--- src/design/ffd_pkg.sv ---
`timescale 1ns / 1ps
// Shared types and constants for the fixed-length frame deframer.
// No dependencies.
package ffd_pkg;

    localparam int FRAME_LEN = 12;
    localparam int WIN_LEN   = FRAME_LEN - 1;
    localparam int FILL_W    = 4;

    typedef logic [7:0]        t_byte;
    typedef logic [15:0]       t_word;
    typedef logic [FILL_W-1:0] t_fill;

    localparam t_fill FILL_FULL = t_fill'(WIN_LEN);

    typedef enum logic [1:0] {
        CFG_HEADER_FIRST  = 2'd0,
        CFG_HEADER_SECOND = 2'd1,
        CFG_TAIL_FIRST    = 2'd2,
        CFG_TAIL_SECOND   = 2'd3
    } t_cfg_idx;

    typedef struct packed {
        t_byte header_first;
        t_byte header_second;
        t_byte tail_first;
        t_byte tail_second;
    } t_cfg;

    typedef struct packed {
        logic  hit;
        t_word dev_class;
        t_word command;
        t_word payload;
        logic  checksum_ok;
    } t_frame;

endpackage

--- src/design/ffd_cfg.sv ---
`timescale 1ns / 1ps
// Configuration registers: expected header and tail bytes.
// Depends on ffd_pkg.
module ffd_cfg
    import ffd_pkg::*;
(
    input  logic     i_clk,
    input  logic     i_rst_n,
    input  logic     i_cfg_we,
    input  t_cfg_idx i_cfg_idx,
    input  t_byte    i_cfg_data,
    output t_cfg     o_cfg
);

    t_cfg r_cfg;
    t_cfg n_cfg;

    always_comb begin
        n_cfg = r_cfg;
        if (i_cfg_we) begin
            unique case (i_cfg_idx)
                CFG_HEADER_FIRST:  n_cfg.header_first  = i_cfg_data;
                CFG_HEADER_SECOND: n_cfg.header_second = i_cfg_data;
                CFG_TAIL_FIRST:    n_cfg.tail_first    = i_cfg_data;
                CFG_TAIL_SECOND:   n_cfg.tail_second   = i_cfg_data;
                default:           n_cfg = r_cfg;
            endcase
        end
    end

    always_ff @(posedge i_clk) begin
        if (!i_rst_n) begin
            r_cfg <= '0;
        end else begin
            r_cfg <= n_cfg;
        end
    end

    assign o_cfg = r_cfg;

endmodule

--- src/design/ffd_window.sv ---
`timescale 1ns / 1ps
// Byte window with fill count, frame match and checksum test.
// Depends on ffd_pkg.
module ffd_window
    import ffd_pkg::*;
(
    input  logic   i_clk,
    input  logic   i_rst_n,
    input  logic   i_adv,
    input  t_byte  i_byte,
    input  t_cfg   i_cfg,
    output t_frame o_frame
);

    t_byte r_win [WIN_LEN];
    t_byte n_win [WIN_LEN];
    t_fill r_fill;
    t_fill n_fill;
    t_frame frame;
    logic   full;
    t_word  sum;

    assign full = (r_fill == FILL_FULL);

    always_comb begin
        frame             = '0;
        frame.dev_class   = {r_win[3], r_win[2]};
        frame.command     = {r_win[5], r_win[4]};
        frame.payload     = {r_win[7], r_win[6]};
        sum               = {r_win[9], r_win[8]};
        frame.checksum_ok = (sum == t_word'(frame.command + frame.payload));
        frame.hit = full
                 && (r_win[0] == i_cfg.header_first)
                 && (r_win[1] == i_cfg.header_second)
                 && (r_win[WIN_LEN-1] == i_cfg.tail_first)
                 && (i_byte == i_cfg.tail_second);
    end

    always_comb begin
        n_win  = r_win;
        n_fill = r_fill;
        if (i_adv) begin
            if (full) begin
                if (frame.hit) begin
                    n_fill = '0;
                end else begin
                    for (int i = 0; i < WIN_LEN - 1; i++) begin
                        n_win[i] = r_win[i+1];
                    end
                    n_win[WIN_LEN-1] = i_byte;
                end
            end else begin
                for (int i = 0; i < WIN_LEN; i++) begin
                    if (r_fill == t_fill'(i)) begin
                        n_win[i] = i_byte;
                    end
                end
                n_fill = r_fill + t_fill'(1);
            end
        end
    end

    always_ff @(posedge i_clk) begin
        if (!i_rst_n) begin
            r_fill <= '0;
        end else begin
            r_fill <= n_fill;
        end
    end

    always_ff @(posedge i_clk) begin
        r_win <= n_win;
    end

    assign o_frame = frame;

endmodule

--- src/design/fixed_frame_deframer_sum16.sv ---
`timescale 1ns / 1ps
// Fixed-length frame deframer with 16-bit additive checksum, top level.
// A result is captured in the output register once the last byte of its frame, held in the input register, proceeds.
// Throughput: one byte beat per cycle when not stalled, set by the window update.
// A byte that ends a frame waits only while a previous result is stalled.
// Reset (synchronous, active low) clears the config registers, fill count and valids.
module fixed_frame_deframer_sum16
    import ffd_pkg::*;
(
    input  logic     i_clk,
    input  logic     i_rst_n,
    input  logic     i_cfg_we,
    input  t_cfg_idx i_cfg_idx,
    input  t_byte    i_cfg_data,
    input  logic     i_rx_valid,
    output logic     o_rx_stall,
    input  t_byte    i_rx_byte,
    output logic     o_res_valid,
    input  logic     i_res_stall,
    output t_word    o_dev_class,
    output t_word    o_command,
    output t_word    o_payload,
    output logic     o_checksum_ok
);

    t_cfg   cfg;
    t_frame frame;
    logic   r_in_valid;
    t_byte  r_in_byte;
    logic   r_out_valid;
    t_frame r_out;
    logic   proceed;

    ffd_cfg u_cfg (
        .i_clk      (i_clk),
        .i_rst_n    (i_rst_n),
        .i_cfg_we   (i_cfg_we),
        .i_cfg_idx  (i_cfg_idx),
        .i_cfg_data (i_cfg_data),
        .o_cfg      (cfg)
    );

    ffd_window u_window (
        .i_clk   (i_clk),
        .i_rst_n (i_rst_n),
        .i_adv   (proceed),
        .i_byte  (r_in_byte),
        .i_cfg   (cfg),
        .o_frame (frame)
    );

    assign proceed    = r_in_valid && (!frame.hit || !r_out_valid || !i_res_stall);
    assign o_rx_stall = r_in_valid && !proceed;

    always_ff @(posedge i_clk) begin
        if (!i_rst_n) begin
            r_in_valid  <= 1'b0;
            r_out_valid <= 1'b0;
        end else begin
            if (!o_rx_stall) begin
                r_in_valid <= i_rx_valid;
            end
            if (proceed && frame.hit) begin
                r_out_valid <= 1'b1;
            end else if (!i_res_stall) begin
                r_out_valid <= 1'b0;
            end
        end
    end

    always_ff @(posedge i_clk) begin
        if (i_rx_valid && !o_rx_stall) begin
            r_in_byte <= i_rx_byte;
        end
        if (proceed && frame.hit) begin
            r_out <= frame;
        end
    end

    assign o_res_valid   = r_out_valid;
    assign o_dev_class   = r_out.dev_class;
    assign o_command     = r_out.command;
    assign o_payload     = r_out.payload;
    assign o_checksum_ok = r_out.checksum_ok;

endmodule
--- config.mk ---
export PLATFORM = sky130hd
export DESIGN_NAME = fixed_frame_deframer_sum16
export DESIGN_NICKNAME = d
export VERILOG_FILES = /design/src/design/ffd_pkg.sv /design/src/design/ffd_cfg.sv /design/src/design/ffd_window.sv /design/src/design/fixed_frame_deframer_sum16.sv
export SDC_FILE = /design/constraint.sdc
export NUM_CORES = 1
export LEC_CHECK = 0
export CELL_PAD_IN_SITES_DETAIL_PLACEMENT = 0
export CELL_PAD_IN_SITES_GLOBAL_PLACEMENT = 1
export CORE_ASPECT_RATIO = 2
export CORE_MARGIN = 3
export CORE_UTILIZATION = 50
export CTS_BUF_LIST = sky130_fd_sc_hd__clkbuf_4
export DETAILED_ROUTE_END_ITERATION = 6
export DONT_BUFFER_PORTS = 1
export PLACE_DENSITY_LB_ADDON = 0.1
export SLEW_MARGIN = 10
export SYNTH_ARGS = -nofsm -noshare
export SYNTH_HDL_FRONTEND = slang
export SYNTH_SLANG_ARGS = --single-unit
export TNS_END_PERCENT = 50
--- constraint.sdc ---
create_clock -name i_clk -period 6.85 [get_ports i_clk]
set_input_delay 2.055 -clock i_clk [delete_from_list [all_inputs] [get_ports i_clk]]
set_output_delay 2.055 -clock i_clk [all_outputs]
set_load 0.005 [all_outputs]
### Word-level counts from Yosys, hierarchy flattened

Index checks and enable logic that the tools add are counted.
W data, S select, Z words.

| storage, ports and cells | value |
|---|---|
| bits of input ports | 23 |
| bits in latches | 0 |
| memory bits (writable) | 0 |
| bits in read-only memories | 0 |
| word-level logic and storage cells | 108 |
| bits in registers | 183 |
| memories | 0 |
| output and inout port bits | 51 |

| operators by class | value |
|---|---|
| multipliers | 0 |
| shift operators | 0 |
| magnitude comparators | 0 |
| reduce and logical (&&, ||, !) cells | 44 |
| bitwise operators | 0 |
| muxes and demuxes | 17 |
| equal/unequal tests | 22 |
| divide/modulo/power cells | 0 |
| $add $sub $neg | 2 |

Operator list:

| cell | count |
|---|---|
| $mux W88 | 2 |
| $mux W8 | 11 |
| $reduce_and A3 Y1 | 11 |
| $eq A8 B8 Y1 | 4 |
| $reduce_bool A2 Y1 | 11 |
| $add A16 B16 Y16 | 1 |
| $eq A16 B16 Y1 | 1 |
| $eq A4 B3 Y1 const B | 4 |
| $eq A4 B4 Y1 const B | 4 |
| $reduce_and A2 Y1 | 5 |
| $eq A4 B2 Y1 const B | 2 |
| $logic_and A1 B1 Y1 | 8 |
| $mux W4 | 2 |
| $logic_not A1 Y1 | 5 |
| $add A4 B1 Y4 const B | 1 |
| $eq A2 B2 Y1 const B | 2 |
| $eq A4 B1 Y1 const B | 1 |
| $logic_not A4 Y1 | 1 |
| $ne A2 B2 Y1 const B | 2 |
| $eq A2 B1 Y1 const B | 1 |
| $logic_not A2 Y1 | 1 |
| $logic_or A1 B1 Y1 | 2 |
| $mux W1 | 2 |
| $ne A2 B1 Y1 const B | 1 |

### Logic depth before layout (Yosys ltp)

Gate-level depths: netlist (run 1).

| logic depth | value |
|---|---|
| depth after elaboration | 13 |
| mapped depth | 9 |

### By module

Synthesis (run 1) repeated with hierarchy kept, for this count alone.

| second synthesis, totals | value |
|---|---|
| cell total of the unflattened synthesis | 683 |
| area total of the unflattened synthesis | 8560.7 um^2 |

By module, submodules not included:

| module | times used | cells each | area an instance (um^2) | seq. area each (um^2) |
|---|---|---|---|---|
| ffd_window | 1 | 500 | 5576.6 | 2722.6 |
| fixed_frame_deframer_sum16 | 1 | 68 | 1806.7 | 1751.7 |
| ffd_cfg | 1 | 115 | 1177.4 | 640.6 |

### Worst setup path before layout (run 1)

Ideal clock, no wire load.

| timing path | value |
|---|---|
| kind | input-to-reg |
| from | input i_res_stall |
| to | register r_out (netlist bit o_checksum_ok) (enable) |
| data arrival time | 4.471 ns |
| setup slack | 1.908 ns |
| cell stages on the path | 1 |
| library setup time | 0.472 ns |
| buffers on the path | 0 |
| cell sequence | a21oi_1 |

| between the ends | value |
|---|---|
| longest elaborated chain between the ends | 4 |

Ends and longest elaborated chain:

| element | line | text |
|---|---|---|
| from (decl) | fixed_frame_deframer_sum16.sv:19 | `input logic i_res_stall,` |
| $logic_not A1 Y1 | - |  |
| $logic_or A1 B1 Y1 | fixed_frame_deframer_sum16.sv:52 | `assign proceed = r_in_valid && (!frame.hit \|\| !r_out_valid \|\| !i_res_stall);` |
| $logic_and A1 B1 Y1 | fixed_frame_deframer_sum16.sv:52 |  |
| $logic_and A1 B1 Y1 | fixed_frame_deframer_sum16.sv:75 | `if (proceed && frame.hit) begin` |
| to (signal assigned) | fixed_frame_deframer_sum16.sv:76 | `r_out <= frame;` |
| to (decl) | fixed_frame_deframer_sum16.sv:31 | `t_frame r_out;` |

No other way between the ends.
A chain may end at the register's enable or synchronous reset.

### Worst setup path after layout (run 1)

| timing path | value |
|---|---|
| from | register u_window.r_fill[0] |
| to | output o_rx_stall |

| between the ends | value |
|---|---|
| longest elaborated chain between the ends | 11 |

Ends and longest elaborated chain:

| element | line | text |
|---|---|---|
| from (decl) | ffd_window.sv:17 | `t_fill r_fill;` |
| from (signal assigned) | ffd_window.sv:67 | `r_fill <= n_fill;` |
| $eq A4 B4 Y1 | ffd_window.sv:23 | `assign full = (r_fill == FILL_FULL);` |
| $logic_and A1 B1 Y1 | ffd_window.sv:33 | `&& (r_win[0] == i_cfg.header_first)` |
| $logic_and A1 B1 Y1 | ffd_window.sv:34 | `&& (r_win[1] == i_cfg.header_second)` |
| $logic_and A1 B1 Y1 | ffd_window.sv:35 | `&& (r_win[WIN_LEN-1] == i_cfg.tail_first)` |
| $logic_and A1 B1 Y1 | ffd_window.sv:36 | `&& (i_byte == i_cfg.tail_second);` |
| $logic_not A1 Y1 | fixed_frame_deframer_sum16.sv:52 |  |
| $logic_or A1 B1 Y1 (2 in series) | fixed_frame_deframer_sum16.sv:52 |  |
| $logic_and A1 B1 Y1 | fixed_frame_deframer_sum16.sv:52 |  |
| $logic_not A1 Y1 | fixed_frame_deframer_sum16.sv:53 | `assign o_rx_stall = r_in_valid && !proceed;` |
| $logic_and A1 B1 Y1 | fixed_frame_deframer_sum16.sv:53 |  |
| to (decl) | fixed_frame_deframer_sum16.sv:16 | `output logic o_rx_stall,` |

No other way between the ends.

==> summary.md, run 1 <==
| Metric | Value |
|---|---|
| CP cell instances | `ha_1 > and3b_2 > nand3_2 > or4_4 > nor4_4 > nand2_1 > nor2_2` |
| Critical Path End Type | `output pin` |
| FP Rows | `65` |
| Least-Margin Pin Slew | `1160 ps` |
| Crit path buf inv count | `0` |
| Crit. path cell count | `7` |
| Most frequent cell after synthesis | `edfxtp_1` |
| HPWL Detailed | `14.8 mm` |
| Asr flop ratio synth | `0%` |
| Worst rel slew slack | `22.6%` |
| Worst-path fanout max | `8` |
| Req. time, crit path | `4800 ps` |
| CTS tree | `yes` |
| Yosys warns | `0` |
| Total power density per cell area | `216 nW/um^2` |
| Top delay family on crit path | `simple AND/OR/NAND/NOR gates` |
| Final hold vios | `0` |
| R2r worst-path depth | `8` |
| Largest net degree at the start of global routing | `97` |
| P&R area growth vs syn | `5.00%` |
| Distinct cell type count after synthesis | `54` |
| Finished Core Util | `54.1%` |
| Synth Instances | `604` |
| Post-Synthesis Mean Instance Area | `13.5 sq um` |
| Vias | `4729` |
| Root buffer cell | `clkbuf_4` |
| Max rail drop VDD | `0.000119 V` |
| Setup Fix Bufs, Post-CTS | `0` |
| Clock Power Share | `29.1%` |
| WS Path Type | `flip-flop to output pin` |
| Ratio of cells with drive above 1 in the final layout | `7.74%` |
| First-pass GRT wire length | `30.0 mm` |
| DRT iter0 DRCs | `318` |
| LEAKAGE | `3.35 nW` |
| RR Endpoint | `o_command[0]` |
| Synth top cells by count | `edfxtp_1, a21o_1, nor2b_1` |
| Detailed Routing Iterations Pass 1 | `4` |
| Register-to-register setup slack | `3540 ps` |
| Core area | `15900 sq um` |
| Hold wc startpoint | `u_window.o_frame[41]` |
| Seq cells post-synth | `183` |
| Unrepaired setup endpoints after global routing | `no` |
| Syn Nets | `647` |
| Fin crit share | `73.6%` |
| Vias per cell | `5.85` |
| Highest cell delay on the worst timing path | `490 ps` |
| Final net count | `637` |
| Final Critical Period | `5040 ps` |
| Clock Sinks | `183` |
| Fillers | `1361` |
| Syn Std Cell Area | `8170 sq um` |
| Setup violators final | `0` |
| GPL Wtd Cong | `0.922` |
| Top cell type's share of synthesized area | `53.3%` |
| Startpoint Class | `flip-flop` |
| GRT Util Overall | `23.2%` |
| Sequential cell area fraction in the yosys report | `62.6%` |
| DP Worst Slack | `2430 ps` |
| Number of flops mapped to enable cells by yosys | `145` |
| HP Class | `flip-flop to flip-flop` |
| Fmax achieved | `198 MHz` |
| Main synth FF type | `edfxtp_1` |
| Initial Utilization | `51.5%` |
| Int Power | `1.41 mW` |
| Final WL | `19.5 mm` |
| Die height | `187 um` |
| Largest cells by area after synthesis | `edfxtp_1, dfxtp_1, a21o_1` |
| Comb power frac | `4.8%` |
| Post-CTS Hold Buffers | `0` |
| Multi-input gate area | `2930 sq um` |
| Max Cap Viol | `0` |
| Crit. Startpoint | `u_window.r_fill[0]` |
| Slowest-stage cell, CP | `nor4_4` |
| Dominant cell type by area after synthesis | `edfxtp_1` |
| Antenna viol nets, final | `0` |
| DRC | `0` |
| Latest clock arrival within the worst-skew pair | `560 ps` |
| Fin. max-slew vios | `0` |
| H-tree levels | `4` |
| Full die area | `18000 sq um` |
| Aggregate global routing overflow | `0` |
| Sw Share | `23.8%` |
| Arrival time worst endpoint | `2980 ps` |
| Die W | `96.4 um` |
| Total power | `1.85 mW` |
| Setup WS post-layout | `1810 ps` |
| CTS buffer count | `17` |
| # port buffers | `0` |
| Switch Pwr | `0.440 mW` |
| Reg2reg start | `u_window.r_fill[0]` |
| Hold WS | `479 ps` |
| Vias in the first global route | `4987` |
| Outcome | `completed` |
| # IOs | `74` |
| Setup Skew | `21.3 ps` |
| Antenna violations before repair | `1` |
| Clock-pin slew on the worst setup and hold paths | `140 ps` |
| Post-CTS Resized | `0` |
| Sequential Power Share | `66.0%` |
| Setup TNS after final layout | `0 ps` |
| Wire per inst | `24.1 um` |
| Sequential Area | `5110 sq um` |
| Clock Path Buffers | `2` |
| CP Capture Point | `o_rx_stall` |
-- flip-flops by register name (all words and copies together), names as in the netlist --
register / count
u_cfg.o_cfg: 32
r_in_byte: 8
o_res_valid: 1
u_window.r_fill: 4
u_window.o_frame: 48
o_dev_class: 16
o_payload: 16
o_checksum_ok: 1
u_window.r_win: 40
r_in_valid: 1
o_command: 16
-- cells by family after synthesis --
kind of cell | count (synthesis) | synth area share (%)
flops | 183 | 62.6
compound gates | 151 | 13.3
simple gates | 124 | 8.83
xor+xnor | 55 | 5.90
mux | 36 | 4.44
buf+inv | 35 | 1.69
fa+ha+maj | 20 | 3.16
-- metal layers --
metal | global-route usage, % | routed length [um]
met1 | 24.3 | 6900
met2 | 42.5 | 11200
met3 | 4.28 | 558
met4 | 11.1 | 809
met5 | 0 | 0
-- cell type report --
class / instances / area share, %
timing repair buffer: 3 / 0.263
tap: 201 / 2.93
inverter: 3 / 0.131
clock inverter: 13 / 1.14
multi-input combinational: 386 / 34.2
clock buffer: 19 / 1.66
sequential: 183 / 59.7
antenna: 1 / 0.0292
-- stage by stage --
step                instance area [sq um]  std cells
CTS                                  8570        808
finish                               8570        809
detailed placement                   8330        776
global placement                     8330        776
global route                         8570        809
floorplan                            8170        604
-- power groups by stage --
stage	clock network [mW]	logic, mW	registers [mW]
4_1_cts	0.555	0.0915	1.22
5_1_grt	0.596	0.0987	1.23
6_report	0.539	0.0893	1.22
2_1_floorplan	0	0.0725	1.24
3_3_place_gp	0	0.0893	1.25
3_5_place_dp	0	0.0907	1.25
-- cells in the final DEF, fill, tap and decap left out, drive strengths merged, types with 3 or more instances in the layout --
master	synthesis	routed
a21o	86	86
o21ai	10	10
mux2i	34	34
clkinv	0	7
ha	19	19
nand4	7	7
xnor2	28	28
nor3b	3	3
buf	12	3
inv	3	7
nor3	6	6
clkbuf	20	19
nor2b	44	44
edfxtp	145	145
a21oi	22	22
dfxtp	38	38
nor4	7	7
nand3	5	5
xor2	27	27
nand3b	3	3
o21a	8	8
nand2	13	13
a211oi	5	5
nor2	23	23
-- worst min path at each step --
stage	end	slack [ps]	cells after the start
final	o_dev_class[8]	480	0
after global routing	o_dev_class[8]	490	0
after CTS	o_dev_class[8]	480	0
after detailed placement	o_dev_class[2]	440	0
after global placement	o_dev_class[0]	450	0
after floorplan	o_dev_class[0]	430	0
Power figures use the tool's default switching activity.
==> run 2: changes to the inputs <==
==> constraint.sdc (replaced) <==
create_clock -name i_clk -period 5.2 [get_ports i_clk]
set_input_delay 1.56 -clock i_clk [delete_from_list [all_inputs] [get_ports i_clk]]
set_output_delay 1.56 -clock i_clk [all_outputs]
set_load 0.005 [all_outputs]
==> run 2 against run 1 <==
Effect of this change: combinational power grew 32%; setup slack lost 1200 ps; register-to-register slack lost 1700 ps; clock power grew 39%; global-route usage is essentially flat; utilization grew 0.24 points; sequential power grew 32%; final area grew 0.45%; via count grew 1.8%; non-clock buffer count grew 1; critical path depth is the same.
==> summary.md, run 2 (same netlist as run 1, synthesis figures left out) <==
| Metric | Value |
|---|---|
| Post-CTS Resized | `0 (unchanged)` |
| RR Endpoint | `u_window.o_frame[4] (was o_command[0])` |
| Arrival time worst endpoint | `3020 ps (was 2980 ps)` |
| HP Class | `flip-flop to flip-flop (unchanged)` |
| Hold wc startpoint | `u_window.o_frame[33] (was u_window.o_frame[41])` |
| DRT iter0 DRCs | `293 (was 318)` |
| Wire per inst | `24.4 um (was 24.1 um)` |
| Fmax achieved | `219 MHz` |
| Ratio of cells with drive above 1 in the final layout | `7.89% (was 7.74%)` |
| FP Rows | `65 (unchanged)` |
| P&R area growth vs syn | `5.47% (was 5.00%)` |
| Vias per cell | `5.94 (was 5.85)` |
| Startpoint Class | `flip-flop (unchanged)` |
| Hold path depth | `0 (unchanged)` |
| H-tree levels | `4 (unchanged)` |
| Worst rel slew slack | `24.3% (was 22.6%)` |
| Post-CTS Hold Buffers | `0 (unchanged)` |
| Setup TNS after final layout | `0 ps (unchanged)` |
| Core area | `15900 sq um (unchanged)` |
| Req. time, crit path | `3640 ps (was 4800 ps)` |
| # IOs | `74 (unchanged)` |
| Setup Skew | `28.3 ps (was 21.3 ps)` |
| Die height | `187 um (unchanged)` |
| Max Cap Viol | `0 (unchanged)` |
| CTS buffer count | `17 (unchanged)` |
| Final Critical Period | `4580 ps` |
| Initial Utilization | `51.5% (unchanged)` |
| Full die area | `18000 sq um (unchanged)` |
| Clock Sinks | `183 (unchanged)` |
| DRC | `0 (unchanged)` |
| Outcome | `completed (unchanged)` |
| Vias | `4812 (was 4729)` |
| Root buffer cell | `clkbuf_4 (unchanged)` |
| LEAKAGE | `3.37 nW (was 3.35 nW)` |
| Aggregate global routing overflow | `0 (unchanged)` |
| Die W | `96.4 um (unchanged)` |
| Antenna violations before repair | `1 (unchanged)` |
| CP cell instances | `ha_1 > and3b_2 > nand3_2 > or4_4 > nor4_4 > nand2_1 > nor2_2 (unchanged)` |
| Unrepaired setup endpoints after global routing | `no (unchanged)` |
| Slowest-stage cell, CP | `nor4_4 (unchanged)` |
| Setup Fix Bufs, Post-CTS | `0 (unchanged)` |
| Hold Crit Endpoint | `o_dev_class[0] (was o_dev_class[8])` |
| CTS tree | `yes (unchanged)` |
| Worst-path fanout max | `8 (unchanged)` |
| GPL Wtd Cong | `0.908 (was 0.922)` |
| First-pass GRT wire length | `30.0 mm (about the same)` |
| WS Path Type | `flip-flop to output pin (unchanged)` |
| HPWL Detailed | `15.0 mm (was 14.8 mm)` |
| Total power | `2.48 mW (was 1.85 mW)` |
| Final WL | `19.8 mm (was 19.5 mm)` |
| Antenna viol nets, final | `0 (unchanged)` |
| Max FFs per register | `48 (unchanged)` |
| Critical Path End Type | `output pin (unchanged)` |
| Latest clock arrival within the worst-skew pair | `590 ps (was 560 ps)` |
| Register-to-register setup slack | `1850 ps (was 3540 ps)` |
| Highest cell delay on the worst timing path | `500 ps (was 490 ps)` |
| Final net count | `638 (was 637)` |
| Max rail drop VDD | `0.000218 V (was 0.000119 V)` |
| Top delay family on crit path | `simple AND/OR/NAND/NOR gates (unchanged)` |
| Most common cell after layout, fill and taps aside | `edfxtp_1 (unchanged)` |
| Commonest non-fill, non-tap cells in the layout | `edfxtp_1, a21o_1, nor2b_1 (unchanged)` |
| Crit path buf inv count | `0 (unchanged)` |
| Largest net degree at the start of global routing | `72 (was 97)` |
| Detailed Routing Iterations Pass 1 | `4 (unchanged)` |
| Setup violators final | `0 (unchanged)` |
| GRT Util Overall | `23.2% (about the same)` |
| Total power density per cell area | `288 nW/um^2 (was 216 nW/um^2)` |
| Fin crit share | `88.0%` |
| Clock-pin slew on the worst setup and hold paths | `150 ps (was 140 ps)` |
| R2r worst-path depth | `6 (was 8)` |
| Fin. max-slew vios | `0 (unchanged)` |
| Least-Margin Pin Slew | `1130 ps (was 1160 ps)` |
| Final hold vios | `0 (unchanged)` |
| Clock Path Buffers | `2 (unchanged)` |
| Vias in the first global route | `4930 (was 4987)` |
| # port buffers | `0 (unchanged)` |
| Reg2reg start | `u_window.r_fill[1] (was u_window.r_fill[0])` |
==> run 2: how the worst max path moves through the flow <==
stage,start,end,slack [ps],depth (start not counted)
floorplan,u_window.r_fill[0],o_checksum_ok,350,8
global placement,u_window.r_fill[0],o_rx_stall,1350,7
detailed placement,u_window.r_fill[1],o_rx_stall,1280,7
CTS,u_window.r_fill[0],o_rx_stall,580,7
global route,u_window.r_fill[0],o_rx_stall,400,7
finish,u_window.r_fill[1],o_rx_stall,620,7
==> run 2: metrics by stage <==
step,util (%),setup slack [ps],area (sq um),std cells,hold WS (ps)
floorplan,-,346,8170,604,427
global placement,52.6,1350,8340,777,442
detailed placement,52.6,1280,8340,777,448
CTS,54.3,581,8610,809,481
global route,54.3,399,8610,810,480
finish,54.3,625,8610,810,478
==> run 2: cell type report <==
cell class / count / area (sq um)
clock buffers: 17 / 128
repair buffers: 4 / 30.0
inverters: 3 / 11.3
diodes: 1 / 2.50
fillers: 1402 / 7250
flip-flops and latches: 183 / 5110
well taps: 201 / 251
multi-input cells: 386 / 2930
clock inverters: 15 / 144
==> run 2: routing by layer <==
metal	routed length [um]	track usage, %	share of wire, %	vias to the layer above
met5	0	0	0	-
met4	534	8.49	2.7	0
met3	533	4.32	2.7	20
met2	11700	44.2	59	123
met1	6960	23.9	35	2435
li1	-	-	-	2234
==> run 2: power by group <==
part           switching, mW  leakage (nW)  total [mW]  internal, mW
Sequential            0.0154          1.62        1.61          1.60
Clock                  0.540         0.149       0.749         0.209
Combinational         0.0607          1.60       0.118        0.0572
Total                  0.616          3.37        2.48          1.86
==> run 3: changes to the inputs <==
--- a/config.mk
+++ b/config.mk
@@ -5,6 +5,7 @@
 export SDC_FILE = /design/constraint.sdc
 export NUM_CORES = 1
 export LEC_CHECK = 0
+export CAP_MARGIN = 20
 export CELL_PAD_IN_SITES_DETAIL_PLACEMENT = 0
 export CELL_PAD_IN_SITES_GLOBAL_PLACEMENT = 1
 export CORE_ASPECT_RATIO = 2
@@ -17,5 +18,6 @@
 export SLEW_MARGIN = 10
 export SYNTH_ARGS = -nofsm -noshare
 export SYNTH_HDL_FRONTEND = slang
+export SYNTH_HIERARCHICAL = 1
 export SYNTH_SLANG_ARGS = --single-unit
 export TNS_END_PERCENT = 50
==> run 3 against run 2 <==
Effect of this change: routed wire length rose by 9.4%; power fell by 1.0%; worst hold slack got worse by 0.54 ps; sequential share of layout area fell by 0.069 points; register-to-register slack got worse by 80 ps; flip-flop and latch count did not move.
==> summary.md, run 3 <==
| Metric | Value |
|---|---|
| Fraction of synthesized area in multiplexers | `4.25% (was 4.44%)` |
| HPWL Detailed | `16.6 mm (was 15.0 mm)` |
| GR Util met1 | `22.0% (was 23.9%)` |
| Vias | `5094 (was 4812)` |
| Crit. path cell count | `6 (was 7)` |
| DRT iter0 DRCs | `257 (was 293)` |
| Global route hottest layer | `met2 (unchanged)` |
| HP Class | `flip-flop to flip-flop (unchanged)` |
| Multi-input gate area | `2930 sq um (about the same)` |
| Clock-pin slew on the worst setup and hold paths | `150 ps (about the same)` |
| Clock Sinks | `183 (unchanged)` |
| Vias per cell | `6.01 (was 5.94)` |
| # IOs | `74 (unchanged)` |
| Top cell type's share of synthesized area | `50.9% (was 53.3%)` |
| DP Worst Slack | `1280 ps (about the same)` |
| Worst-path fanout max | `8 (unchanged)` |
| # port buffers | `0 (unchanged)` |
| Max Cap Viol | `0 (unchanged)` |
| Register-to-register setup slack | `1770 ps (was 1850 ps)` |
| Total power density per cell area | `285 nW/um^2 (was 288 nW/um^2)` |
| GRT Util Overall | `23.3% (was 23.2%)` |
| Post-Synthesis Mean Instance Area | `12.5 sq um (was 13.5 sq um)` |
| DRC | `0 (unchanged)` |
| Dominant cell type by area after synthesis | `edfxtp_1 (unchanged)` |
| Synth Area in Adders | `3.01% (was 3.16%)` |
| Final hold vios | `0 (unchanged)` |
| Yosys warns | `6 (was 0)` |
| Fmax achieved | `220 MHz (was 219 MHz)` |
| Ratio of cells with drive above 1 in the final layout | `7.03% (was 7.89%)` |
| Aggregate global routing overflow | `0 (unchanged)` |
| Top delay family on crit path | `simple AND/OR/NAND/NOR gates (unchanged)` |
| Req. time, crit path | `3640 ps (about the same)` |
| Antenna violations before repair | `1 (unchanged)` |
| H-tree levels | `4 (unchanged)` |
| Worst rel slew slack | `29.8% (was 24.3%)` |
| Final Critical Period | `4540 ps (was 4580 ps)` |
| Sequential cell area fraction in the yosys report | `59.7% (was 62.6%)` |
| Number of flops mapped to enable cells by yosys | `145 (unchanged)` |
| Critical Path End Type | `output pin (unchanged)` |
| Compound-gate portion of the synthesized area | `12.6% (was 13.3%)` |
| Antenna viol nets, final | `0 (unchanged)` |
| Die W | `98.5 um (was 96.4 um)` |
| CTS buffer count | `17 (unchanged)` |
| Syn Std Cell Area | `8560 sq um (was 8170 sq um)` |
| Commonest non-fill, non-tap cells in the layout | `edfxtp_1, a21o_1, nand2_1 (was edfxtp_1, a21o_1, nor2b_1)` |
| Highest cell delay on the worst timing path | `510 ps (was 500 ps)` |
| Slowest-stage cell, CP | `or4_1 (was nor4_4)` |
| Full die area | `18800 sq um (was 18000 sq um)` |
| Vias in the first global route | `5159 (was 4930)` |
| Largest net degree at the start of global routing | `97 (was 72)` |
| Initial Utilization | `51.1% (was 51.5%)` |
| Seq cells post-synth | `183 (unchanged)` |
| Setup violators final | `0 (unchanged)` |
| R2r worst-path depth | `8 (was 6)` |
| Met2 Usage GRT | `45.8% (was 44.2%)` |
| Setup WS post-layout | `657 ps (was 625 ps)` |
| Fillers | `1497 (was 1402)` |
| Max FFs per register | `48 (unchanged)` |
| Setup Skew | `17.0 ps (was 28.3 ps)` |
| Largest cells by area after synthesis | `edfxtp_1, dfxtp_1, a21o_1 (unchanged)` |
| Post-synthesis simple-gate area fraction | `8.87% (was 8.83%)` |
| Placed inst area | `8350 sq um (was 8340 sq um)` |
| Outcome | `completed (unchanged)` |
| Detailed Routing Iterations Pass 1 | `5 (was 4)` |
| First-pass GRT wire length | `31.6 mm (was 30.0 mm)` |
| Root buffer cell | `clkbuf_4 (unchanged)` |
| Sequential Area | `5110 sq um (unchanged)` |
| Crit path buf inv count | `0 (unchanged)` |
| Final WL | `21.6 mm (was 19.8 mm)` |
| Clock Path Buffers | `2 (unchanged)` |
| Unrepaired setup endpoints after global routing | `no (unchanged)` |
| Core area | `16800 sq um (was 15900 sq um)` |
| CP cell instances | `ha_1 > and2_2 > nand4_1 > or4_1 > nor3_2 > and4_4 (was ha_1 > and3b_2 > nand3_2 > or4_4 > nor4_4 > nand2_1 > nor2_2)` |
| Post-CTS Hold Buffers | `0 (unchanged)` |
| FP Rows | `67 (was 65)` |
| Final net count | `670 (was 638)` |
| Reg2reg start | `u_window/r_fill[0] (was u_window.r_fill[1])` |
| Startpoint Class | `flip-flop (unchanged)` |
| CTS tree | `yes (unchanged)` |
| Latest clock arrival within the worst-skew pair | `580 ps (was 590 ps)` |
| GPL Wtd Cong | `0.934 (was 0.908)` |
| CP Capture Point | `o_rx_stall (unchanged)` |
| Wire per inst | `25.5 um (was 24.4 um)` |
| Distinct cell type count after synthesis | `60 (was 54)` |
| Fin crit share | `87.4% (was 88.0%)` |
| Setup Fix Bufs, Post-CTS | `0 (unchanged)` |
| Main synth FF type | `edfxtp_1 (unchanged)` |
| GR met3 Demand/Resource | `3.18% (was 4.32%)` |
| Post-CTS Resized | `0 (unchanged)` |
| Die height | `191 um (was 187 um)` |
| Setup TNS after final layout | `0 ps (unchanged)` |
| Max rail drop VDD | `0.000217 V (was 0.000218 V)` |
| Least-Margin Pin Slew | `1040 ps (was 1130 ps)` |
| P&R area growth vs syn | `0.716% (was 5.47%)` |
| Most common cell after layout, fill and taps aside | `edfxtp_1 (unchanged)` |
| Arrival time worst endpoint | `2980 ps (was 3020 ps)` |
| Most frequent cell after synthesis | `edfxtp_1 (unchanged)` |
| Total power | `2.45 mW (was 2.48 mW)` |
| WS Path Type | `flip-flop to output pin (unchanged)` |
| Combinational family with the most area after synthesis | `compound AO/OA/AOI/OAI gates (unchanged)` |
| RR Endpoint | `u_window/o_frame[22] (was u_window.o_frame[4])` |
| Crit. Startpoint | `u_window/r_fill[0] (was u_window.r_fill[1])` |
| Synth Area in XOR/XNOR | `5.32% (was 5.90%)` |
| Synth Instances | `683 (was 604)` |
| Fin. max-slew vios | `0 (unchanged)` |
| Asr flop ratio synth | `0% (unchanged)` |
| LEAKAGE | `3.38 nW (was 3.37 nW)` |
| Syn Nets | `726 (was 647)` |
| Synth top cells by count | `edfxtp_1, a21o_1, nand2_1 (was edfxtp_1, a21o_1, nor2b_1)` |
| Finished layout cell area | `8620 sq um (was 8610 sq um)` |
| Hold WS | `477 ps (was 478 ps)` |
run 3: per-layer routing:
layer	wire, um	part of all wire (%)
met1	7060	33
met2	12600	58
met3	695	3.2
met4	1220	5.6
met5	0	0
run 3: area by class of cell:
| type | instances | share of cell area [%] |
|---|---|---|
| repair buffers | 5 | 0.377 |
| clock inverters | 14 | 1.41 |
| flip-flops and latches | 183 | 59.3 |
| inverters | 8 | 0.348 |
| multi-input cells | 412 | 33.9 |
| diodes | 1 | 0.0290 |
| clock buffers | 18 | 1.57 |
| well taps | 207 | 3.00 |
run 3: worst min-delay path by stage:
stage / startpoint / to / slack (ps) / cells after the start
2_1_floorplan: u_cfg/o_cfg[19] / u_cfg/o_cfg[19] / 450 / 2
3_3_place_gp: u_window/o_frame[36] / o_dev_class[3] / 450 / 0
3_5_place_dp: u_window/o_frame[40] / o_dev_class[7] / 450 / 0
4_1_cts: u_cfg/o_cfg[16] / u_cfg/o_cfg[16] / 480 / 2
5_1_grt: u_window/o_frame[40] / o_dev_class[7] / 490 / 0
6_report: u_window/o_frame[36] / o_dev_class[3] / 480 / 0
run 3: where the power goes:
group	leakage (nW)	total [mW]	internal, mW	switching, mW
Sequential	1.62	1.61	1.60	0.0162
Clock	0.141	0.719	0.209	0.510
Combinational	1.62	0.121	0.0509	0.0705
Total	3.38	2.45	1.86	0.597
run 3: cell families (layout without fill, tap and decap cells):
| family | count (synthesis) | count (layout) |
|---|---|---|
| AO/OA/AOI/OAI | 151 | 151 |
| AND/OR/NAND/NOR | 154 | 154 |
| buffers and inverters | 88 | 45 |
| other | 0 | 1 |
| adder cells (fa/ha/maj) | 20 | 20 |
| multiplexers | 35 | 35 |
| XOR/XNOR | 52 | 52 |
| flip-flops | 183 | 183 |
run 3: per-stage QoR:
| step | cells | util [%] |
|---|---|---|
| 2_1_floorplan | 683 | - |
| 3_3_place_gp | 813 | 49.8 |
| 3_5_place_dp | 813 | 49.8 |
| 4_1_cts | 845 | 51.4 |
| 5_1_grt | 848 | 51.4 |
| 6_report | 848 | 51.4 |
